### config.mk
export PLATFORM = sky130hd
export DESIGN_NAME = html_delimiter_scan_engine_flat
export DESIGN_NICKNAME = d
export VERILOG_FILES = /design/src/design/hdse_pkg.sv /design/src/design/hdse_if.sv /design/src/design/hdse_lane.sv /design/src/design/hdse_merge.sv /design/src/design/html_delimiter_scan_engine.sv /design/src/flat_wrapper.sv
export SDC_FILE = /design/constraint.sdc
export NUM_CORES = 1
export LEC_CHECK = 0
export ABC_CLOCK_PERIOD_IN_PS = 16680
export BUFFER_PORTS_ARGS = -buffer_cell sky130_fd_sc_hd__buf_4
export CORE_ASPECT_RATIO = 2
export CORE_MARGIN = 2
export CORE_UTILIZATION = 43
export CTS_BUF_LIST = sky130_fd_sc_hd__clkbuf_4 sky130_fd_sc_hd__clkbuf_8
export DETAILED_ROUTE_END_ITERATION = 6
export SLEW_MARGIN = 20
export SYNTH_ARGS = -nofsm -noshare
export SYNTH_HDL_FRONTEND = slang
export SYNTH_SLANG_ARGS = --single-unit
### constraint.sdc
create_clock -name clock -period 16.68 [get_ports clock]
set_input_delay 2.502 -clock clock [delete_from_list [all_inputs] [get_ports clock]]
set_output_delay 2.502 -clock clock [all_outputs]
set_load 0.005 [all_outputs]
### src/design/hdse_pkg.sv
// shared types, codes and byte constants of the html delimiter scan engine
package hdse_pkg;

   localparam int LANES_DEFAULT       = 8;
   localparam int OFFSET_BITS_DEFAULT = 31;

   localparam int MODE_W = 4;
   localparam int BASE_W = 31;
   localparam int POS_W  = 32;

   // scan modes
   localparam logic [MODE_W-1:0] MODE_TEXT     = 4'd0;
   localparam logic [MODE_W-1:0] MODE_TAGNAME  = 4'd1;
   localparam logic [MODE_W-1:0] MODE_DQ_AMP   = 4'd2;
   localparam logic [MODE_W-1:0] MODE_SQ_AMP   = 4'd3;
   localparam logic [MODE_W-1:0] MODE_DQ       = 4'd4;
   localparam logic [MODE_W-1:0] MODE_SQ       = 4'd5;
   localparam logic [MODE_W-1:0] MODE_ATTRS    = 4'd6;
   localparam logic [MODE_W-1:0] MODE_UNQUOTED = 4'd7;
   localparam logic [MODE_W-1:0] MODE_GT       = 4'd8;
   localparam logic [MODE_W-1:0] MODE_ASCII    = 4'd9;

   // quote tracking in attrs mode
   localparam logic [1:0] QUOTE_NONE   = 2'd0;
   localparam logic [1:0] QUOTE_DOUBLE = 2'd1;
   localparam logic [1:0] QUOTE_SINGLE = 2'd2;

   // delimiter bytes
   localparam logic [7:0] CH_NUL   = 8'h00;
   localparam logic [7:0] CH_TAB   = 8'h09;
   localparam logic [7:0] CH_LF    = 8'h0A;
   localparam logic [7:0] CH_FF    = 8'h0C;
   localparam logic [7:0] CH_CR    = 8'h0D;
   localparam logic [7:0] CH_SPACE = 8'h20;
   localparam logic [7:0] CH_DQ    = 8'h22;
   localparam logic [7:0] CH_AMP   = 8'h26;
   localparam logic [7:0] CH_SQ    = 8'h27;
   localparam logic [7:0] CH_SLASH = 8'h2F;
   localparam logic [7:0] CH_LT    = 8'h3C;
   localparam logic [7:0] CH_GT    = 8'h3E;
   localparam logic [7:0] CH_HIGH  = 8'h80;

   typedef struct packed {
      logic [1:0] quote;
      logic       slash;
   } attr_state_type;

   typedef struct packed {
      logic hit;
      logic adj;
      logic self_close;
   } lane_out_type;

   typedef struct packed {
      logic [POS_W-1:0] position;
      logic             found;
      logic             self_close;
      logic             all_ascii;
   } rsp_data_type;

endpackage

### src/design/hdse_if.sv
// request and response channel interfaces of the scan engine
interface hdse_req_if;
   logic        valid;
   logic        ready;
   logic [63:0] data_bytes;
   logic [3:0]  byte_count;
   logic        first_item;
   logic        last_item;
   logic [30:0] base_offset;

   modport source (output valid, data_bytes, byte_count, first_item, last_item, base_offset,
                   input ready);
   modport sink (input valid, data_bytes, byte_count, first_item, last_item, base_offset,
                 output ready);
endinterface

interface hdse_rsp_if;
   logic        valid;
   logic        ready;
   logic [31:0] position;
   logic        found;
   logic        self_close;
   logic        all_ascii;

   modport source (output valid, position, found, self_close, all_ascii, input ready);
   modport sink (input valid, position, found, self_close, all_ascii, output ready);
endinterface

### src/design/hdse_lane.sv
// one byte lane: delimiter test for the current mode and attrs quote/slash tracking
module hdse_lane (
   input  logic                          lane_valid,
   input  logic [hdse_pkg::MODE_W-1:0]   mode,
   input  logic [7:0]                    data_byte,
   input  hdse_pkg::attr_state_type      state_in,
   output hdse_pkg::attr_state_type      state_out,
   output hdse_pkg::lane_out_type        lane_out
);

   logic name_byte;

   always_comb begin
      name_byte = data_byte inside {[8'h61:8'h7A], [8'h41:8'h5A], [8'h30:8'h39],
                                    8'h2D, 8'h5F, 8'h3A, 8'h2E, 8'h3C};
   end

   always_comb begin
      state_out = state_in;
      lane_out  = '0;
      if (lane_valid) begin
         case (mode)
            hdse_pkg::MODE_TEXT: begin
               lane_out.hit = data_byte inside {hdse_pkg::CH_LT, hdse_pkg::CH_AMP,
                                                hdse_pkg::CH_NUL, hdse_pkg::CH_CR};
            end
            hdse_pkg::MODE_TAGNAME: begin
               lane_out.hit = !name_byte;
            end
            hdse_pkg::MODE_DQ_AMP: begin
               lane_out.hit = data_byte inside {hdse_pkg::CH_DQ, hdse_pkg::CH_AMP};
            end
            hdse_pkg::MODE_SQ_AMP: begin
               lane_out.hit = data_byte inside {hdse_pkg::CH_SQ, hdse_pkg::CH_AMP};
            end
            hdse_pkg::MODE_DQ: begin
               lane_out.hit = data_byte == hdse_pkg::CH_DQ;
            end
            hdse_pkg::MODE_SQ: begin
               lane_out.hit = data_byte == hdse_pkg::CH_SQ;
            end
            hdse_pkg::MODE_ATTRS: begin
               if (state_in.quote == hdse_pkg::QUOTE_DOUBLE) begin
                  if (data_byte == hdse_pkg::CH_DQ) state_out.quote = hdse_pkg::QUOTE_NONE;
               end else if (state_in.quote == hdse_pkg::QUOTE_SINGLE) begin
                  if (data_byte == hdse_pkg::CH_SQ) state_out.quote = hdse_pkg::QUOTE_NONE;
               end else if (data_byte == hdse_pkg::CH_GT) begin
                  lane_out.hit        = 1'b1;
                  lane_out.adj        = 1'b1;
                  lane_out.self_close = state_in.slash;
                  state_out.slash     = 1'b0;
               end else begin
                  state_out.slash = data_byte == hdse_pkg::CH_SLASH;
                  if (data_byte == hdse_pkg::CH_DQ) state_out.quote = hdse_pkg::QUOTE_DOUBLE;
                  else if (data_byte == hdse_pkg::CH_SQ) state_out.quote = hdse_pkg::QUOTE_SINGLE;
                  else state_out.quote = hdse_pkg::QUOTE_NONE;
               end
            end
            hdse_pkg::MODE_UNQUOTED: begin
               lane_out.hit = data_byte inside {hdse_pkg::CH_GT, hdse_pkg::CH_AMP,
                                                hdse_pkg::CH_SPACE, hdse_pkg::CH_TAB,
                                                hdse_pkg::CH_LF, hdse_pkg::CH_CR,
                                                hdse_pkg::CH_FF};
            end
            hdse_pkg::MODE_GT: begin
               lane_out.hit = data_byte == hdse_pkg::CH_GT;
               lane_out.adj = 1'b1;
            end
            hdse_pkg::MODE_ASCII: begin
               lane_out.hit = data_byte >= hdse_pkg::CH_HIGH;
            end
            default: begin
               lane_out = '0;
            end
         endcase
      end
   end

endmodule

### src/design/hdse_merge.sv
// merge stage: picks the earliest lane hit and forms the result and next cursor
module hdse_merge #(
   parameter int LANES = hdse_pkg::LANES_DEFAULT,
   parameter int CUR_W = hdse_pkg::OFFSET_BITS_DEFAULT + 1
) (
   input  hdse_pkg::lane_out_type            lane_out [LANES],
   input  logic [CUR_W-1:0]                  start_cursor,
   input  logic [$clog2(LANES+1)-1:0]        lane_count,
   input  logic [hdse_pkg::MODE_W-1:0]       mode,
   input  logic                              last_item,
   input  logic                              ascii_so_far,
   output logic                              hit_any,
   output logic [CUR_W-1:0]                  next_cursor,
   output hdse_pkg::rsp_data_type            result
);

   localparam int IDX_W = (LANES > 1) ? $clog2(LANES) : 1;

   logic [IDX_W-1:0] hit_idx;
   logic             hit_adj;
   logic             hit_sc;
   logic [CUR_W-1:0] pos_cur;
   logic [63:0]      pos_wide;

   // lowest lane wins
   always_comb begin
      hit_any = 1'b0;
      hit_idx = '0;
      hit_adj = 1'b0;
      hit_sc  = 1'b0;
      for (int i = LANES - 1; i >= 0; i--) begin
         if (lane_out[i].hit) begin
            hit_any = 1'b1;
            hit_idx = IDX_W'(i);
            hit_adj = lane_out[i].adj;
            hit_sc  = lane_out[i].self_close;
         end
      end
   end

   assign next_cursor = start_cursor + CUR_W'(lane_count);

   always_comb begin
      if (hit_any) begin
         pos_cur = start_cursor + CUR_W'(hit_idx) + CUR_W'(hit_adj);
      end else if (mode == hdse_pkg::MODE_ATTRS) begin
         // no closing > before range end: end plus one
         pos_cur = next_cursor + CUR_W'(1);
      end else begin
         pos_cur = next_cursor;
      end
      pos_wide          = 64'(pos_cur);
      result.position   = pos_wide[hdse_pkg::POS_W-1:0];
      result.found      = hit_any;
      result.self_close = hit_any && hit_sc;
      result.all_ascii  = !hit_any && last_item && (mode == hdse_pkg::MODE_ASCII) &&
                          ascii_so_far;
   end

endmodule

### src/design/html_delimiter_scan_engine.sv
// top level of the html delimiter scan engine: scan state, lanes, merge and output skid
//
// The engine takes one request transfer per clock: up to LANES bytes are tested in parallel
// lanes for the delimiter of the mode in the scan_mode register, and the earliest match wins.
// A request yields a response when it holds the first match of the scan or ends the range
// (last_item) without one; other requests yield nothing, and bytes after a match are ignored
// until the next first_item. Scan state (cursor, quote, slash, ascii) is updated in the same
// cycle, so requests may follow back to back. Attrs mode carries its quote and slash state
// through the lanes in byte order within that cycle. Responses leave through an output
// register backed by a one-entry skid buffer; req ready drops only while both hold a
// response. Write scan_mode only while the engine is idle.
module html_delimiter_scan_engine #(
   parameter int LANES       = hdse_pkg::LANES_DEFAULT,
   parameter int OFFSET_BITS = hdse_pkg::OFFSET_BITS_DEFAULT
) (
   input  logic                        clock,
   input  logic                        reset,
   input  logic                        csr_wr_en,
   input  logic [hdse_pkg::MODE_W-1:0] csr_wr_data,
   hdse_req_if.sink                    req,
   hdse_rsp_if.source                  rsp
);

   localparam int CUR_W = OFFSET_BITS + 1;
   localparam int CNT_W = $clog2(LANES+1);

   logic [hdse_pkg::MODE_W-1:0] mode_ff;
   logic [CUR_W-1:0]            cursor_ff, cursor_in;
   logic                        done_ff, done_in;
   hdse_pkg::attr_state_type    attr_ff, attr_in;
   logic                        ascii_ff, ascii_in;

   logic                        accept;
   logic                        active;
   logic [CUR_W-1:0]            start_cursor;
   hdse_pkg::attr_state_type    start_attr;
   logic                        start_ascii;
   logic [CNT_W-1:0]            lane_count;
   hdse_pkg::attr_state_type    chain [LANES+1];
   hdse_pkg::lane_out_type      lane_out [LANES];
   logic                        hit_any;
   logic [CUR_W-1:0]            next_cursor;
   hdse_pkg::rsp_data_type      result;
   logic                        push;

   logic                        out_valid_ff, out_valid_in;
   hdse_pkg::rsp_data_type      out_data_ff, out_data_in;
   logic                        skid_valid_ff, skid_valid_in;
   hdse_pkg::rsp_data_type      skid_data_ff, skid_data_in;

   assign req.ready = !skid_valid_ff;
   assign accept    = req.valid && req.ready;

   always_ff @(posedge clock) begin
      if (reset) begin
         mode_ff <= hdse_pkg::MODE_TEXT;
      end else if (csr_wr_en) begin
         mode_ff <= csr_wr_data;
      end
   end

   // a first_item clears the scan state before its bytes are tested
   assign active       = req.first_item || !done_ff;
   assign start_cursor = req.first_item ? CUR_W'(req.base_offset) : cursor_ff;
   assign start_attr   = req.first_item ? '0 : attr_ff;
   assign start_ascii  = req.first_item || ascii_ff;
   assign lane_count   = (req.byte_count > 4'(LANES)) ? CNT_W'(LANES)
                                                      : CNT_W'(req.byte_count);

   assign chain[0] = start_attr;

   for (genvar i = 0; i < LANES; i++) begin : g_lane
      hdse_lane u_lane (
         .lane_valid (active && (CNT_W'(i) < lane_count)),
         .mode       (mode_ff),
         .data_byte  (req.data_bytes[8*i +: 8]),
         .state_in   (chain[i]),
         .state_out  (chain[i+1]),
         .lane_out   (lane_out[i])
      );
   end

   hdse_merge #(
      .LANES (LANES),
      .CUR_W (CUR_W)
   ) u_merge (
      .lane_out     (lane_out),
      .start_cursor (start_cursor),
      .lane_count   (lane_count),
      .mode         (mode_ff),
      .last_item    (req.last_item),
      .ascii_so_far (start_ascii),
      .hit_any      (hit_any),
      .next_cursor  (next_cursor),
      .result       (result)
   );

   assign push = accept && active && (hit_any || req.last_item);

   always_comb begin
      cursor_in = cursor_ff;
      done_in   = done_ff;
      attr_in   = attr_ff;
      ascii_in  = ascii_ff;
      if (accept && active) begin
         attr_in  = chain[LANES];
         ascii_in = start_ascii && !(hit_any && mode_ff == hdse_pkg::MODE_ASCII);
         if (hit_any) begin
            cursor_in = start_cursor;
            done_in   = 1'b1;
         end else begin
            cursor_in = next_cursor;
            done_in   = req.last_item;
         end
      end
   end

   always_ff @(posedge clock) begin
      if (reset) begin
         cursor_ff <= '0;
         done_ff   <= 1'b1;
         attr_ff   <= '0;
         ascii_ff  <= 1'b1;
      end else begin
         cursor_ff <= cursor_in;
         done_ff   <= done_in;
         attr_ff   <= attr_in;
         ascii_ff  <= ascii_in;
      end
   end

   // output register with one-entry skid
   always_comb begin
      out_valid_in  = out_valid_ff;
      out_data_in   = out_data_ff;
      skid_valid_in = skid_valid_ff;
      skid_data_in  = skid_data_ff;
      if (!out_valid_ff || rsp.ready) begin
         out_valid_in  = skid_valid_ff || push;
         out_data_in   = skid_valid_ff ? skid_data_ff : result;
         skid_valid_in = 1'b0;
      end else if (push) begin
         skid_valid_in = 1'b1;
         skid_data_in  = result;
      end
   end

   always_ff @(posedge clock) begin
      if (reset) begin
         out_valid_ff  <= 1'b0;
         skid_valid_ff <= 1'b0;
      end else begin
         out_valid_ff  <= out_valid_in;
         skid_valid_ff <= skid_valid_in;
      end
      out_data_ff  <= out_data_in;
      skid_data_ff <= skid_data_in;
   end

   assign rsp.valid      = out_valid_ff;
   assign rsp.position   = out_data_ff.position;
   assign rsp.found      = out_data_ff.found;
   assign rsp.self_close = out_data_ff.self_close;
   assign rsp.all_ascii  = out_data_ff.all_ascii;

endmodule

### src/flat_wrapper.sv
// flat-port wrapper written by rule: the top's interface ports become plain ports
module html_delimiter_scan_engine_flat 
#(
   parameter int LANES       = hdse_pkg::LANES_DEFAULT,
   parameter int OFFSET_BITS = hdse_pkg::OFFSET_BITS_DEFAULT
)
  (clock, reset, csr_wr_en, csr_wr_data, req_valid, req_data_bytes, req_byte_count, req_first_item, req_last_item, req_base_offset, req_ready, rsp_valid, rsp_position, rsp_found, rsp_self_close, rsp_all_ascii, rsp_ready);
  hdse_req_if req_i ();
  hdse_rsp_if rsp_i ();
  input  logic clock;
  input  logic reset;
  input  logic csr_wr_en;
  input  logic [hdse_pkg::MODE_W-1:0] csr_wr_data;
  input wire logic [$bits(req_i.valid)-1:0] req_valid;
  input wire logic [$bits(req_i.data_bytes)-1:0] req_data_bytes;
  input wire logic [$bits(req_i.byte_count)-1:0] req_byte_count;
  input wire logic [$bits(req_i.first_item)-1:0] req_first_item;
  input wire logic [$bits(req_i.last_item)-1:0] req_last_item;
  input wire logic [$bits(req_i.base_offset)-1:0] req_base_offset;
  output wire logic [$bits(req_i.ready)-1:0] req_ready;
  output wire logic [$bits(rsp_i.valid)-1:0] rsp_valid;
  output wire logic [$bits(rsp_i.position)-1:0] rsp_position;
  output wire logic [$bits(rsp_i.found)-1:0] rsp_found;
  output wire logic [$bits(rsp_i.self_close)-1:0] rsp_self_close;
  output wire logic [$bits(rsp_i.all_ascii)-1:0] rsp_all_ascii;
  input wire logic [$bits(rsp_i.ready)-1:0] rsp_ready;
  assign req_i.valid = req_valid;
  assign req_i.data_bytes = req_data_bytes;
  assign req_i.byte_count = req_byte_count;
  assign req_i.first_item = req_first_item;
  assign req_i.last_item = req_last_item;
  assign req_i.base_offset = req_base_offset;
  assign req_ready = req_i.ready;
  assign rsp_valid = rsp_i.valid;
  assign rsp_position = rsp_i.position;
  assign rsp_found = rsp_i.found;
  assign rsp_self_close = rsp_i.self_close;
  assign rsp_all_ascii = rsp_i.all_ascii;
  assign rsp_i.ready = rsp_ready;
  html_delimiter_scan_engine #(.LANES(LANES), .OFFSET_BITS(OFFSET_BITS)) u_core (.clock(clock), .reset(reset), .csr_wr_en(csr_wr_en), .csr_wr_data(csr_wr_data), .req(req_i), .rsp(rsp_i));
endmodule
== Word level (Yosys, flattened, before mapping) ==
Index checks and enable logic that the tools add are counted.

* Memory bits (read-only): 0
* Flip-flop bits (word level): 113
* Input port bits: 110
* RAM bits: 0
* Memories kept: 0
* Output and inout port bits: 37
* Latch bits: 0
* Logic and storage cells: 533

* Reduce and logical (&&, ||, !) cells: 110
* Divide/modulo/power cells: 0
* $add $sub $neg: 4
* Equality and inequality tests: 145
* Bitwise operators: 1
* Order comparisons: 65
* Shift-type cells: 0
* Muxes and demuxes: 192
* Multiply operators: 0

{| class="wikitable"
|+ Operators by type and width
! cell !! count
|-
| $eq A8 B6 Y1 const B || 80
|-
| $eq A8 B4 Y1 const B || 32
|-
| $mux W3 || 57
|-
| $ge A8 B7 Y1 const B || 16
|-
| $le A8 B7 Y1 const B || 16
|-
| $mux W32 || 4
|-
| $mux W2 || 56
|-
| $pmux W1 S10 || 8
|-
| $eq A8 B7 Y1 const B || 8
|-
| $ge A8 B6 Y1 const B || 8
|-
| $ge A8 B8 Y1 const B || 8
|-
| $le A8 B6 Y1 const B || 8
|-
| $logic_not A8 Y1 || 8
|-
| $reduce_bool A8 Y1 || 8
|-
| $mux W1 || 57
|-
| $reduce_bool A7 Y1 || 8
|-
| $logic_and A1 B1 Y1 || 41
|-
| $mux W35 || 1
|-
| $add A32 B1 Y32 || 1
|-
| $add A32 B1 Y32 const B || 1
|-
| $add A32 B3 Y32 || 1
|-
| $add A32 B4 Y32 || 1
|-
| $reduce_bool A2 Y1 || 16
|-
| $reduce_bool A4 Y1 || 8
|-
| 18 further kinds || 65
|}

== Logic depth before layout (Yosys ltp) ==
Gate-level depths: netlist of run 1.

* Word-level depth: 56
* Depth in mapped cells: 38
* Mapped depth without buffers: 32

== Modules after synthesis ==
Synthesis of run 1 repeated with hierarchy kept, for this count alone.

* Cells, all modules: 1,398
* Area total of the unflattened synthesis: 12,348.1 um^2

{| class="wikitable"
|+ By module, submodules not included
! module !! times used !! area an instance (um^2) !! seq. area each (um^2) !! cells each
|-
| html_delimiter_scan_engine || 1 || 4,984.8 || 2,962.8 || 329
|-
| hdse_lane || 8 || 579.3 || 0.0 || 82
|-
| hdse_merge || 1 || 2,728.9 || 0.0 || 413
|}

== Least setup slack after synthesis of run 1 ==
OpenSTA, ideal clock, no wires.

* Path kind: input-to-reg
* Start point: input req_data_bytes[3]
* End point: register u_core.out_data_ff (netlist bit u_core.rsp.position[25]), data pin
* Path slack: 7,350 ps
* Arrival: 9,075 ps
* Path buffers: 3
* Stages on the path: 34
* Data required time: 16,424 ps
* Library setup time: 256 ps
* Cells stage by stage: buf_2 -> nand2_1 -> or4b_1 -> a221o_1 -> nand4_1 -> mux2i_1 -> or2_4 -> o311a_1 -> or4_4 -> o22ai_2 -> or2_1 -> buf_4 -> mux2i_1 -> a21oi_4 -> xnor2_1 -> o21ai_2 -> buf_2 -> nand4b_1 -> a31oi_1 -> o21ai_0 -> fa_1 -> inv_1 -> a21o_1 -> a21o_1 -> nand2_1 -> nor2_1 -> and2_1 -> nand2_1 -> inv_1 -> nand2_1 -> or2_2 -> or3_1 -> a21oi_1 -> nor3_1

* Word-level cells in the longest chain between the ends: 55
* Elaborated cells between the ends (all ways): 165
* Those cells by class: add/sub (2); order compare (7); eq/ne (28); mux (118); reduce/logical (10)

{| class="wikitable"
|+ RTL lines
! element !! RTL line !! RTL
|-
| start, declared || flat_wrapper.sv:15 || <nowiki>input wire logic [$bits(req_i.data_bytes)-1:0] req_data_bytes;</nowiki>
|-
| $eq A8 B6 Y1 || n/a ||
|-
| $mux W2 || hdse_lane.sv:55 || <nowiki>else if (data_byte == hdse_pkg::CH_SQ) state_out.quote = hdse_pkg::QUOTE_SINGLE;</nowiki>
|-
| $mux W2 || hdse_lane.sv:54 || <nowiki>if (data_byte == hdse_pkg::CH_DQ) state_out.quote = hdse_pkg::QUOTE_DOUBLE;</nowiki>
|-
| $mux W2 || hdse_lane.sv:47 || <nowiki>end else if (data_byte == hdse_pkg::CH_GT) begin</nowiki>
|-
| $mux W2 || hdse_lane.sv:45 || <nowiki>end else if (state_in.quote == hdse_pkg::QUOTE_SINGLE) begin</nowiki>
|-
| $mux W2 || hdse_lane.sv:43 || <nowiki>if (state_in.quote == hdse_pkg::QUOTE_DOUBLE) begin</nowiki>
|-
| $mux W3 || hdse_lane.sv:22 || <nowiki>case (mode)</nowiki>
|-
| $mux W3 || hdse_lane.sv:21 || <nowiki>if (lane_valid) begin</nowiki>
|-
| (+32 left out) || n/a ||
|-
| $mux W3 || hdse_lane.sv:43 ||
|-
| $pmux W1 S10 || hdse_lane.sv:22 ||
|-
| $mux W3 || hdse_lane.sv:21 ||
|-
| $mux W3 (8 in a row) || hdse_merge.sv:32 || <nowiki>if (lane_out[i].hit) begin</nowiki>
|-
| $add A32 B3 Y32 || hdse_merge.sv:45 || <nowiki>pos_cur = start_cursor + CUR_W'(hit_idx) + CUR_W'(hit_adj);</nowiki>
|-
| $add A32 B1 Y32 || hdse_merge.sv:45 ||
|-
| $mux W32 (*) || hdse_merge.sv:44 || <nowiki>if (hit_any) begin</nowiki>
|-
| $mux W35 (*) || html_delimiter_scan_engine.sv:140 || <nowiki>out_data_in = skid_valid_ff ? skid_data_ff : result;</nowiki>
|-
| end signal, assigned || html_delimiter_scan_engine.sv:156 || <nowiki>out_data_ff <= out_data_in;</nowiki>
|-
| end, declared || html_delimiter_scan_engine.sv:47 || <nowiki>hdse_pkg::rsp_data_type out_data_ff, out_data_in;</nowiki>
|}

Mark *: on every way between the ends. The rest lies on a longest branch, timed or not.
A chain may end at the register's enable or synchronous reset.

== Worst setup path in the final report of run 1 ==
* Start point: input req_first_item
* End point: register u_core.out_data_ff (netlist bit u_core.rsp.position[25]), data pin

* Word-level cells in the longest chain between the ends: 53
* Elaborated cells between the ends (all ways): 147
* Those cells by class: add/sub (4); eq/ne (16); mux (118); reduce/logical (9)

{| class="wikitable"
|+ RTL lines
! element !! RTL line !! RTL
|-
| start, declared || flat_wrapper.sv:17 || <nowiki>input wire logic [$bits(req_i.first_item)-1:0] req_first_item;</nowiki>
|-
| $mux W3 || html_delimiter_scan_engine.sv:65 || <nowiki>assign start_attr = req.first_item ? '0 : attr_ff;</nowiki>
|-
| $eq A2 B2 Y1, or another cell as far along || hdse_lane.sv:45 ||
|-
| $mux W2 || hdse_lane.sv:45 ||
|-
| $mux W2 || hdse_lane.sv:43 ||
|-
| $mux W3 || hdse_lane.sv:22 ||
|-
| $mux W3 || hdse_lane.sv:21 ||
|-
| $eq A2 B2 Y1, or another cell as far along || hdse_lane.sv:45 ||
|-
| $mux W2 || hdse_lane.sv:45 ||
|-
| (+30 left out) || n/a ||
|-
| $mux W3 || hdse_lane.sv:43 ||
|-
| $pmux W1 S10 || hdse_lane.sv:22 ||
|-
| $mux W3 || hdse_lane.sv:21 ||
|-
| $mux W3 (8 in a row) || hdse_merge.sv:32 ||
|-
| $add A32 B3 Y32 || hdse_merge.sv:45 ||
|-
| $add A32 B1 Y32 || hdse_merge.sv:45 ||
|-
| $mux W32 (*) || hdse_merge.sv:44 ||
|-
| $mux W35 (*) || html_delimiter_scan_engine.sv:140 ||
|}

Marks and branches as above.

==> run_results.csv, run 1 <==
group,metric,value,unit
job,cap_violations,0,
timing,fin_crit_sh,65.43,%
clock_network,clk_latency,0.44,ns
critical_path,crit_start,"req_first_item",
layout,mostFrequentLayoutCell,"nor2_1",
worst_hold_path,min-delay-start,"u_core.cursor_ff[0]",
synth,synth_cell_types,96,
timing,fmax,0.09163,GHz
route,wl,45660,um
timing,drv_slew,0,
layout,finalNonFillerCells,2171,
synth,synth.avg_cell_area,7.321,sq um
critical_path,required,16.87,ns
timing,finalSetupTns,0,ns
synth,seq_area_frac_synth,23.35,%
synth,synthArstFlopShare,0,%
critical_path,critPathKind,"in2reg",
clock_network,cts_sinks,113,
layout,fin_nets,1914,
floorplan,core-area,0.02929,sq mm
critical_path,endpoint_kind,"flop",
timing,fin_ws,5.766,ns
clock_network,htreeDepth,4,
clock_network,clk_path_buf_depth,2,
floorplan,boundaryPins,147,
critical_path,cp_common_cell,"nand2_1",
synth,synth_edf_count,70,
timing,hold_viol,0,
route,drc,0,
route,drtIter0Drc,1436,
synth,ys_warn_count,0,
clock_network,post_cts_buffers,0,
grt,grt_start_max_net_pins,66,
timing,setup_viol,0,
worst_hold_path,worstHoldPathType,"reg2reg",
timing,slew_headroom,20.19,%
place,post-place-cells,2139,
synth,synthesis.area,0.01269,sq mm
critical_path,r2r_slack,7.81,ns
place,dp_hpwl,32830,um
critical_path,cp_slowest_stage_delay,0.87,ns
clock_network,root_buffer,"clkbuf_8",
floorplan,start_util,43.32,%
power_and_ir_drop,powerDensity,66.32,mW/mm^2
critical_path,crit_slowest_cell,"o21ai_2",
worst_hold_path,hold_depth,2,
status,status,"complete, no violations",
grt,track_usage,28.56,%
floorplan,die_w,125.5,um
critical_path,start_kind,"input pin",
route,viasPerCell,6.532,
place,portBuffers,146,
synth,synth-main-ff-cell,"edfxtp_1",
place,dp_slack,5.461,ns
clock_network,cts_resized,0,
synth,synth_seq_cells,113,
grt,grt_pass1_wl,72190,um
power_and_ir_drop,ir_worst_vdd,0.00006383,V
floorplan,die_h,246.9,um
critical_path,r2r-start,"u_core.mode_ff[2]",
grt,grt_overflow_total,0,
timing,skew,0.01130,ns
route,first_pass_iters,6,
grt,antenna_found_initial,0,
route,postRouteAntennaNets,0,
clock_network,cts_buffers,17,
route,vias,14180,
timing,tightestPinTransition,1.188,ns
synth,synthCells,1733,
route,wl_per_cell,21.03,um
critical_path,worstPathMaxFanout,64,
layout,layout_common_cells,"nor2_1, nand2_1, buf_4",
layout,drive_gt1_share,14.44,%
power_and_ir_drop,p_leak,0.005214,uW
timing,period_minus_slack,10.91,ns
clock_network,cts_tree,"done",
layout,syn_to_final_growth,12.70,%
clock_network,clk_pin_slew,0.07,ns
critical_path,reg2reg_depth,29,
clock_network,holdBufCountCts,0,
layout,num_antenna_cells,0,
timing,rsz0062_at_grt,"false",
grt,grt_pass1_vias,13153,
synth,synth_nets,1853,
floorplan,rows,89,
place,gp_congestion,0.9584,
critical_path,worstPathArrival,11.10,ns
floorplan,design.die.area,0.03098,sq mm
-- routing by layer --
layer / vias up / track usage (%) / part of all wire, %
li1: 6664 / - / -
met1: 6734 / 38.74 / 43
met2: 684 / 46.22 / 46
met3: 98 / 4.024 / 7.4
met4: 0 / 10.29 / 3.2
met5: - / 0 / 0
-- state kept, by name, indices dropped and copies added (netlist names), 3 cells and up --
register	flops
u_core.attr_ff	3
u_core.mode_ff	4
u_core.cursor_ff	32
u_core.rsp.position	32
u_core.skid_data_ff	35
-- kinds of logic after synthesis --
kind of cell | Yosys count | synth area share (%)
AND/OR/NAND/NOR | 881 | 35.75
AO/OA/AOI/OAI | 420 | 22.42
buffers and inverters | 145 | 4.832
flip-flops | 113 | 23.35
multiplexers | 89 | 7.308
XOR/XNOR | 75 | 5.178
adder cells (fa/ha/maj) | 10 | 1.164
-- path summary, 6_finish.rpt --
| kind | to |
|---|---|
| hold / removal | u_core.cursor_ff[0] |
| hold reg to reg | u_core.cursor_ff[0] |
| setup reg to reg | u_core.rsp.position[25] |
| setup / recovery | u_core.rsp.position[25] |
-- per-stage QoR --
| stage | total power [uW] | area, sq um | hold WS (ns) | util [%] |
|---|---|---|---|---|
| 4_1_cts | 948.9 | 14300 | 0.4625 | 48.82 |
| 6_report | 948.3 | 14300 | 0.4672 | 48.82 |
| 3_5_place_dp | 659.2 | 13860 | 0.4525 | 47.34 |
| 3_3_place_gp | 653.3 | 13860 | 0.4443 | 47.34 |
| 5_1_grt | 994.5 | 14300 | 0.5016 | 48.82 |
| 2_1_floorplan | 543.8 | 12690 | 0.4351 | - |
-- where the power goes --
group	leakage (uW)	internal, uW	switching, uW
Clock	0.000209	166	125
Combinational	0.00395	125	184
Sequential	0.00105	334	13.7
-- layout make-up --
class	count	area [sq um]
fill	2926	14990
multi-input combinational	1475	9126
sequential	113	2964
timing repair buffer	164	1231
tap	364	455.4
clock buffer	19	249.0
clock inverter	13	186.4
inverter	23	86.33
-- cell usage after synthesis (21+ instances only) --
master,instances,share of area (%)
nor2_1,190,5.6
nand2_1,188,5.6
a21oi_1,107,4.2
clkbuf_1,91,2.7
nand3_1,86,3.4
o21ai_0,86,3.4
nor3_1,74,2.9
edfxtp_1,70,17
mux2i_1,66,5.2
nor4_1,62,3.1
xnor2_1,62,4.3
and3_1,58,2.9
dfxtp_1,43,6.8
or3_1,31,1.5
and2_1,30,1.5
nand4_1,30,1.5
nand2b_1,27,1.3
inv_1,22,0.65
a31oi_1,21,1.0
-- worst max-delay path: cells and delay by family --
family | cells | cell delay, ns
AOI/OAI and AO/OA | 10 | 3.28
xor gates and xnor gates | 1 | 0.19
adders and majority gates | 1 | 0.23
buffers and inverters | 3 | 0.65
muxes | 2 | 0.51
and+or+nand+nor | 14 | 3.74
Note: power is estimated with default switching activity, not from simulation.
==> run 2, diff against run 1 <==
--- a/config.mk
+++ b/config.mk
@@ -5,7 +5,8 @@
 export SDC_FILE = /design/constraint.sdc
 export NUM_CORES = 1
 export LEC_CHECK = 0
-export ABC_CLOCK_PERIOD_IN_PS = 16680
+export ABC_AREA = 1
+export ABC_CLOCK_PERIOD_IN_PS = 11000
 export BUFFER_PORTS_ARGS = -buffer_cell sky130_fd_sc_hd__buf_4
 export CORE_ASPECT_RATIO = 2
 export CORE_MARGIN = 2
==> constraint.sdc (replaced) <==
create_clock -name clock -period 11 [get_ports clock]
set_input_delay 1.65 -clock clock [delete_from_list [all_inputs] [get_ports clock]]
set_output_delay 1.65 -clock clock [all_outputs]
set_load 0.005 [all_outputs]
==> run 2 against run 1 <==
Register-to-register slack got worse by 5.0 ns. Cell count rose by 5.0%. Combinational power increased by 56%. Routed wire length is 26% lower. First-iteration DRC count shrank 25%. Sequential power increased by 53%. Count of clock-buffer cells in the layout is the same. Design area decreased by 8.9%. Critical path type unchanged. Critical endpoint is now u_core.rsp.position[22].
==> run_results.csv, run 2 <==
group,metric,value,unit
status,status,"complete, no violations",
critical_path,r2r_slack,2.83,ns
power_and_ir_drop,ir_worst_vdd,0.00006481,V
clock_network,root_buffer,"clkbuf_8",
place,portBuffers,146,
clock_network,cts_sinks,113,
clock_network,holdBufCountCts,0,
synth,synth_edf_count,70,
worst_hold_path,holdPathEnd,"u_core.cursor_ff[8]",
floorplan,rows,84,
critical_path,r2r-start,"u_core.mode_ff[2]",
floorplan,die_w,118.8,um
layout,fin_nets,2042,
route,drtIter0Drc,1084,
critical_path,reg2reg_depth,59,
worst_hold_path,min-delay-start,"u_core.cursor_ff[8]",
synth,synth_top_area_share,18.55,%
timing,timing.hold.ws,0.4643,ns
critical_path,critPathBufInv,6,
synth,synth_commonest_cells,"nand2_1, nor2_1, inv_1",
critical_path,cp_common_cell,"nand2_1",
layout,top_register,"u_core.skid_data_ff",
timing,fmax,0.1118,GHz
timing,hold_viol,0,
synth,ys_warn_count,0,
timing,period_minus_slack,8.942,ns
critical_path,crit_slowest_cell,"fa_1",
grt,grt_pass1_vias,10929,
grt,grt_overflow_total,0,
layout,stdcell_area,0.01303,sq mm
route,wl,33970,um
critical_path,critPathKind,"in2reg",
clock_network,clk_latency,0.46,ns
power_and_ir_drop,p_clk_share,27.4,%
power_and_ir_drop,p_int,895.8,uW
route,postRouteAntennaNets,0,
timing,finalSetupTns,0,ns
critical_path,start_kind,"input pin",
worst_hold_path,worstHoldPathType,"reg2reg",
layout,num_antenna_cells,0,
grt,antenna_found_initial,0,
power_and_ir_drop,powerDensity,107.2,mW/mm^2
synth,synth_seq_cells,113,
timing,fin_crit_sh,81.29,%
synth,seq_area_frac_synth,26.15,%
timing,drv_slew,0,
synth,synth-main-ff-cell,"edfxtp_1",
floorplan,die_h,233.6,um
layout,syn_to_final_growth,14.97,%
timing,skew,0.01883,ns
synth,synth_nets,1915,
power_and_ir_drop,p_leak,0.005711,uW
floorplan,core-area,0.02607,sq mm
timing,setup_viol,0,
synth,synthArstFlopShare,0,%
clock_network,clk_pin_slew,0.07,ns
layout,fillCellCount,2799,
place,dp_hpwl,26460,um
timing,tightestPinTransition,1.031,ns
clock_network,cts_tree,"done",
critical_path,worstPathArrival,9.26,ns
grt,track_usage,24.17,%
layout,largest_register_ffs,35,
grt,grt_start_max_net_pins,60,
critical_path,endpoint_kind,"flop",
layout,layout_common_cells,"nand2_1, inv_1, nor2_1",
route,vias,12047,
floorplan,boundaryPins,147,
synth,synthTopCellsByArea,"edfxtp_1, nand2_1, nor2_1, inv_1, dfxtp_1",
synth,synth_most_common_cell,"nand2_1",
power_and_ir_drop,p_sw_share,35.85,%
timing,rsz0062_at_grt,"false",
synth,synth.avg_cell_area,6.312,sq um
layout,mostFrequentLayoutCell,"nand2_1",
layout,drive_gt1_share,14.99,%
route,first_pass_iters,6,
job,cap_violations,0,
critical_path,worstPathMaxFanout,35,
timing,slew_headroom,31.20,%
power_and_ir_drop,p_comb_share,34.5,%
power_and_ir_drop,p_seq_share,38.1,%
critical_path,critical-path-top-delay-family,"simple AND/OR/NAND/NOR gates",
synth,synth_cell_types,67,
synth,synthCells,1795,
place,place_area,0.01266,sq mm
clock_network,clk_path_buf_depth,2,
synth,yosysTopAreaCell,"edfxtp_1",
grt,grt_pass1_wl,54660,um
clock_network,post_cts_buffers,0,
clock_network,cts_buffers,17,
power_and_ir_drop,switchingPower,500.6,uW
clock_network,cts_resized,0,
critical_path,timing.rr.end,"u_core.rsp.position[22]",
place,gp_congestion,1.040,
route,wl_per_cell,14.91,um
floorplan,design.die.area,0.02774,sq mm
route,drc,0,
floorplan,start_util,43.47,%
synth,synthesis.area,0.01133,sq mm
worst_hold_path,hold_depth,2,
clock_network,htreeDepth,4,
critical_path,cp_slowest_stage_delay,0.40,ns
critical_path,required,11.32,ns
route,viasPerCell,5.286,
run 2: cell types whose count changed after synthesis, sizes merged, moves of 27 or more:
| cell | delta |
|---|---|
| and3 | -58 |
| inv | +247 |
| xor2 | +41 |
| and2 | -30 |
| nand2b | -27 |
| nor2 | +78 |
| mux2i | -52 |
| or3 | -31 |
| nand2 | +255 |
| nor4 | -51 |
| clkbuf | -67 |
| xnor2 | -44 |
run 2: kinds of logic after synthesis:
kind of cell	count (synthesis)	synth area share [%]
buffers and inverters	317	11.34
adders and majority gates	10	1.303
xor gates and xnor gates	72	5.566
DFF	113	26.15
AOI/OAI and AO/OA	333	18.51
and+or+nand+nor	936	35.89
muxes	14	1.237
run 2: how the worst max path moves through the flow:
stage	slack, ns	from	to	cells past startpoint
finish	2.06	req_first_item	u_core.rsp.position[22]	60
global route	0.91	req_first_item	u_core.rsp.position[22]	62
CTS	2.13	req_first_item	u_core.rsp.position[22]	60
detailed placement	1.66	req_first_item	u_core.rsp.position[22]	60
global placement	1.81	req_first_item	u_core.rsp.position[22]	60
floorplan	3.23	req_first_item	u_core.rsp.position[22]	61
run 2: metal layers:
metal / share of wire, % / global-route usage [%] / up-vias
li1: - / - / 6210
met1: 48 / 34.92 / 5388
met2: 43 / 37.63 / 399
met3: 5.9 / 3.003 / 50
met4: 2.2 / 7.031 / 0
met5: 0 / 0 / -
run 2: area by class of cell:
class                           count  area [sq um]  area share, %
Clock buffer                       19         249.0          1.911
Clock inverter                     13         118.9         0.9125
Inverter                          271          1020          7.828
Multi-Input combinational cell   1365          7089          54.42
Sequential cell                   113          2963          22.75
Tap cell                          344         430.4          3.304
Timing Repair Buffer              154          1156          8.875
run 2: per-stage QoR:
stage / total power (uW) / cells / util (%) / worst slack [ns]
finish: 1396 / 2279 / 49.98 / 2.058
global route: 1479 / 2279 / 49.98 / 0.9100
CTS: 1400 / 2279 / 49.98 / 2.125
detailed placement: 1020 / 2247 / 48.56 / 1.662
global placement: 1019 / 2247 / 48.56 / 1.813
floorplan: 860.2 / 1795 / - / 3.227
run 2: worst reg2reg max path, delay by kind of cell (launching register included):
kind                       cells  cell delay (ns)
adders and majority gates      2             0.59
DFF                            1             0.39
xor gates and xnor gates       1             0.15
AOI/OAI and AO/OA              6             1.20
buffers and inverters          6             0.67
and+or+nand+nor               44             5.02
run 2: power by group through the flow:
stage | sequential [uW] | combinational, uW | clock, uW
6_report | 533 | 481 | 382
3_5_place_dp | 543 | 477 | 0
3_3_place_gp | 543 | 476 | 0
2_1_floorplan | 545 | 315 | 0
5_1_grt | 538 | 538 | 404
4_1_cts | 533 | 479 | 388
